===== src/rtl/assert_macros.svh =====
// Assertion macros shared by the failed attempt limiter RTL.
// Depends on nothing; included by the files that carry assertions.
`ifndef ASSERT_MACROS_SVH
`define ASSERT_MACROS_SVH

// Clocked assertion with a generic message, disabled while reset is held.
`define ASSERT_SYNC(label, clk, rst_n, prop) \
  label: assert property (@(posedge clk) disable iff (!rst_n) prop) \
    else $error("assertion failed");

// Clocked assertion with a caller-supplied message string.
`define ASSERT_SYNC_MSG(label, clk, rst_n, prop, msg) \
  label: assert property (@(posedge clk) disable iff (!rst_n) prop) \
    else $error(msg);

`endif


===== src/rtl/fal_pkg.sv =====
// Types and constants of the failed attempt limiter.
// Depends on nothing; used by the table, the time unit and the top level.
package fal_pkg;

  localparam int KEY_W  = 64;
  localparam int TIME_W = 32;
  localparam int CNT_W  = 8;
  localparam int SECS_W = 24;
  localparam int CFG_W  = 24;

  localparam logic [1:0] OP_FAIL   = 2'd0;
  localparam logic [1:0] OP_QUERY  = 2'd1;
  localparam logic [1:0] OP_FORGET = 2'd2;

  localparam logic [1:0] CFG_MAX_FAILS = 2'd0;
  localparam logic [1:0] CFG_WINDOW    = 2'd1;
  localparam logic [1:0] CFG_BLOCK     = 2'd2;

  localparam logic [CNT_W-1:0]  MAX_FAILS_RST = 8'd5;
  localparam logic [CFG_W-1:0]  WINDOW_RST    = 24'd300;
  localparam logic [CFG_W-1:0]  BLOCK_RST     = 24'd900;
  localparam logic [SECS_W-1:0] SECONDS_MAX   = 24'hFFFFFF;
  localparam logic [CNT_W-1:0]  COUNT_MAX     = 8'hFF;

  // One client record as held in the table memory.
  typedef struct packed {
    logic [KEY_W-1:0]  key;
    logic [TIME_W-1:0] win_start;
    logic [CNT_W-1:0]  cnt;
    logic [TIME_W-1:0] blk_until;
  } rec_t;

  // Time checks on one record against the current time.
  typedef struct packed {
    logic              win_over;   // window has run out
    logic              left_pos;   // block end lies in the future
    logic              stale;      // neither blocked nor counting
    logic [SECS_W-1:0] secs_left;  // saturated seconds to block end
    logic [TIME_W-1:0] block_end;  // time_now + block_seconds, wrapped
  } tchk_t;

endpackage


===== src/rtl/fal_time_unit.sv =====
// Shared time unit: window expiry, block end and seconds left of one record.
// Depends on fal_pkg; used by the sequencer for scan results and the sweep.
module fal_time_unit (
  input  logic [fal_pkg::TIME_W-1:0] now,
  input  fal_pkg::rec_t              rec,
  input  logic [fal_pkg::CFG_W-1:0]  window_seconds,
  input  logic [fal_pkg::CFG_W-1:0]  block_seconds,
  output fal_pkg::tchk_t             chk
);

  logic [fal_pkg::TIME_W:0] since_start;
  logic [fal_pkg::TIME_W:0] to_end;
  logic                     blocked;
  logic                     counting;

  // Both differences are exact 33-bit signed values, so time running
  // backwards gives a negative result instead of a wrap.
  assign since_start = {1'b0, now} - {1'b0, rec.win_start};
  assign to_end      = {1'b0, rec.blk_until} - {1'b0, now};

  always_comb begin
    chk.win_over  = !since_start[fal_pkg::TIME_W] &&
                    (since_start[fal_pkg::TIME_W-1:0] >=
                     {{(fal_pkg::TIME_W-fal_pkg::CFG_W){1'b0}}, window_seconds});
    chk.left_pos  = !to_end[fal_pkg::TIME_W] &&
                    (to_end[fal_pkg::TIME_W-1:0] != '0);
    if (to_end[fal_pkg::TIME_W-1:fal_pkg::SECS_W] != '0) begin
      chk.secs_left = fal_pkg::SECONDS_MAX;
    end else begin
      chk.secs_left = to_end[fal_pkg::SECS_W-1:0];
    end
    chk.block_end = now + {{(fal_pkg::TIME_W-fal_pkg::CFG_W){1'b0}}, block_seconds};
    blocked       = (rec.blk_until != '0) && chk.left_pos;
    counting      = (rec.blk_until == '0) && !chk.win_over;
    chk.stale     = !blocked && !counting;
  end

endmodule


===== config.mk =====
export PLATFORM = sky130hd
export DESIGN_NAME = fal_time_unit
export DESIGN_NICKNAME = d
export VERILOG_FILES = /design/src/rtl/assert_macros.svh /design/src/rtl/fal_pkg.sv /design/src/rtl/fal_time_unit.sv
export SDC_FILE = /design/constraint.sdc
export NUM_CORES = 1
export LEC_CHECK = 0
export BUFFER_PORTS_ARGS = -buffer_cell sky130_fd_sc_hd__buf_2
export CORE_MARGIN = 2
export CORE_UTILIZATION = 54
export DETAILED_ROUTE_END_ITERATION = 10
export GPL_ROUTABILITY_DRIVEN = 0
export PLACE_DENSITY = 0.95
export SETUP_SLACK_MARGIN = 0.4
export SYNTH_ARGS = -nofsm -noshare
export SYNTH_HDL_FRONTEND = slang
export SYNTH_SLANG_ARGS = --single-unit

===== constraint.sdc =====
create_clock -name vclk -period 11.6
set_input_delay 2.32 -clock vclk [all_inputs]
set_output_delay 2.32 -clock vclk [all_outputs]
set_load 0.02 [all_outputs]

Word level (Yosys, flattened, before mapping)
Cells that the tools add are included.
Widths: inputs -> output; s select.
- output and inout bits: 59
- bits of input ports: 216
- word-level logic and storage cells: 19
- flip-flop bits (word level): 0
- muxes and demuxes: 1
- add/subtract/negate cells: 3
- reduce and logical (&&, ||, !) cells: 14
- magnitude comparators: 1
- operator list (cell ; count):
    $sub 32x32->33 ; 2
    $reduce_bool 32->1 ; 2
    $add 32x24->32 ; 1
    $ge 32x24->1 ; 1
    $logic_not 32->1 ; 1
    $mux 24 ; 1
    $reduce_bool 8->1 ; 1
    $logic_and 1x1->1 ; 5
    $logic_not 1->1 ; 5

Longest topological paths before layout
- depth after elaboration: 7
- mapped depth: 27
- mapped depth without buffers: 27

Worst setup path before layout
No wires, ideal clock.
- path kind: input-to-output
- start point: in now[0] (netlist name)
- end point: out chk[56] (netlist name)
- stages: 27
- setup slack: 2.529 ns
- arrival: 6.751 ns
- data required time: 9.280 ns
- buffers on the path: 0
- path through: inv_1 > ha_1 > inv_1 > fa_1 > a21oi_1 > o21ai_0 > o41a_1 > and2_1 > a21oi_1 > nor2b_1 > o21a_1 > o21ai_0 > nand2b_1 > a21oi_1 > xnor2_1 > ha_1 > a21o_1 > a21o_1 > a21o_1 > a21o_1 > a211oi_1 > o21ai_0 > a21oi_1 > nand4_1 > nor3_1 > nor4_1 > mux2_2
- RTL lines (what ; line ; RTL):
    from (decl) ; fal_time_unit.sv:4 ; input logic [fal_pkg::TIME_W-1:0] now,
    to (decl) ; fal_time_unit.sv:8 ; output fal_pkg::tchk_t chk

==> results.yml <==
status:
  status: "completed"
finish:
  nNetsFinal: 1407
  final_core_util_pct: 66.8
  area_growth_syn_to_layout_pct: 19.0
  clkbuf_count: 0
  design.seq.count: 0
  seq_area_sq_um: 0
  num_antenna_cells: 0
  drive_gt1_share_pct: 20.5
synthesis:
  synth-adder-area-share_pct: 25.0
  yosys_warnings: 0
  syn_inst: 882
  synth_mux_area_share_pct: 1.28
  synth_nets: 1213
  ys_types: 63
  avgSynthCellArea_sq_um: 6.63
  yosysSeqAreaShare_pct: 0
  yosys.area_share.simple_pct: 24.8
  synth_compound_area_share_pct: 30.6
  yosys.area.top_type_share_pct: 24.0
  synth.area.top_cells: "ha_1, inv_1, a21oi_1"
  synth_xor_area_share_pct: 9.29
  yosysTopAreaCell: "ha_1"
  syn_area_sq_um: 5840
  synth_top_family_by_area: "compound AO/OA/AOI/OAI gates"
power:
  p_int_uw: 175
  leakagePower_nw: 3.76
  comb_power_share_pct: 100.0
  switching_share_pct: 57.9
  powerDensity_nw_per_um2: 59.6
  seq_power_share_pct: 0
  vdd_ir_drop_max_v: 0.0000341
  p_clk_share_pct: 0
  p_sw_uw: 240
detailed_routing:
  wire_per_inst_um: 15.0
  vias: 7049
  route.detailed.drc: 0
  dr.pass1.iters: 7
  vias_per_cell: 5.83
  wl_mm: 18.2
  first_iter_violations: 599
  postRouteAntennaNets: 0
place:
  place_ws_ns: 2.07
  portBuffers: 203
  hpwlAfterDp_mm: 16.0
critical_path:
  crit_path_top_delay_cell: "fa_1"
  cp.required_ns: 9.28
  slowest_delay_ns: 0.39
  endpoint_kind: "output pin"
  critPathArrivalTime_ns: 7.28
  criticalPathCategory: "input pin to output pin"
  path_max_fanout: 3
  start_kind: "input pin"
sta:
  min_period_ns: 9.60
  finalSetupViolCount: 0
  period_share_pct: 82.8
  final_hold_viol_count: 0
  slew_violations: 0
  rsz0062_at_grt: "false"
  worst_slew_pin_slew_ns: 0.644
  totalNegativeSetupSlack_ns: 0
  timing.fmax_ghz: 0.104
  setup_slack_ns: 2.00
  relSlewSlack_pct: 56.6
  whs_ns: 4.98
global_route:
  grt_pass1_vias: 6641
  gr-total-overflow: 0
  antenna_found_initial: 0
  grt_max_degree: 22
  grt_usage_pct: 30.5
  grt_pass1_wl_mm: 29.7
floorplan:
  core_region_area_sq_um: 10400
  die_h_um: 108
  die_area_sq_um: 11700
  die_w_um: 108
  start_util_pct: 56.1
  io_pins: 275
  row_count: 37
flow_run:
  max_cap_viol_count: 0
clock_network:
  ctsResizeCount: 0
  post_cts_buffers: 0
  hold_buffers: 0
hold_path:
  hold_path.class: "input pin to output pin"
==> power groups by stage <==
stage	Sequential, mW	Clock [mW]	Combinational (mW)
2_1_floorplan	0	0	0.294
3_3_place_gp	0	0	0.394
3_5_place_dp	0	0	0.406
4_1_cts	0	0	0.408
5_1_grt	0	0	0.460
6_report	0	0	0.415
==> layer usage <==
metal / GRT usage, % / vias to the layer above / part of all wire [%]
met1: 40.0 / 3054 / 44
met2: 50.1 / 346 / 44
met3: 2.29 / 83 / 6.5
li1: - / 3566 / -
met5: 0 / - / 0
met4: 15.3 / 0 / 6.0
==> critical path: cells and delay by family <==
family / cells / cell delay, ns
AOI/OAI and AO/OA: 14 / 2.61
xor gates and xnor gates: 1 / 0.10
adders and majority gates: 3 / 0.72
buffers and inverters: 4 / 0.40
muxes: 1 / 0.27
and+or+nand+nor: 6 / 0.87
==> final timing paths <==
| path | end | from | depth (start not counted) |
|---|---|---|---|
| worst min-delay path | chk[0] | block_seconds[0] | 3 |
| worst max-delay path | chk[56] | now[0] | 29 |
==> cells in the final DEF, fill, tap and decap left out, types with 4 or more instances in the layout <==
master / synthesis / final
xor2_1: 21 / 21
mux2_2: 4 / 4
o211ai_1: 7 / 7
a211oi_1: 8 / 8
a31oi_1: 13 / 13
ha_1: 112 / 112
or3_1: 9 / 9
nor2b_1: 8 / 8
nand2_1: 64 / 64
o21ai_0: 51 / 51
a211o_1: 5 / 5
nor2_1: 76 / 76
and2_1: 6 / 6
nand3_1: 24 / 24
a21oi_1: 73 / 73
or2_2: 6 / 6
o21bai_1: 10 / 10
nor3_1: 25 / 25
o21a_1: 19 / 19
and3_1: 10 / 10
nand2b_1: 21 / 21
xnor2_1: 41 / 41
a21o_1: 45 / 45
a21boi_0: 5 / 5
inv_1: 120 / 120
nor4_1: 13 / 13
buf_2: 3 / 203
nand4_1: 21 / 21
==> cell families after synthesis <==
group,Yosys count
simple gates,293
compound gates,274
buf+inv,131
fa+ha+maj,115
xor+xnor,62
mux,7
==> per-stage QoR <==
stage / cells / total power [mW] / area (sq um)
2_1_floorplan: 882 / 0.294 / 5840
3_3_place_gp: 1210 / 0.394 / 6960
3_5_place_dp: 1210 / 0.406 / 6960
4_1_cts: 1210 / 0.408 / 6960
5_1_grt: 1210 / 0.460 / 6960
6_report: 1210 / 0.415 / 6960
==> cell usage after synthesis, types with 10 or more instances <==
master,number
nand3_1,24
nand4_1,21
nor4_1,13
a31oi_1,13
o21a_1,19
a21oi_1,73
xor2_1,21
nor3_1,25
inv_1,120
and3_1,10
nand2b_1,21
xnor2_1,41
o21bai_1,10
nand2_1,64
nor2_1,76
a21o_1,45
ha_1,112
o21ai_0,51
==> cell type report <==
class              count  area, sq um
fillers              902         3460
inverters            120          450
multi-input cells    751         5320
well taps            136          170
repair buffers       203         1020
(Power assumes the default switching activity.)
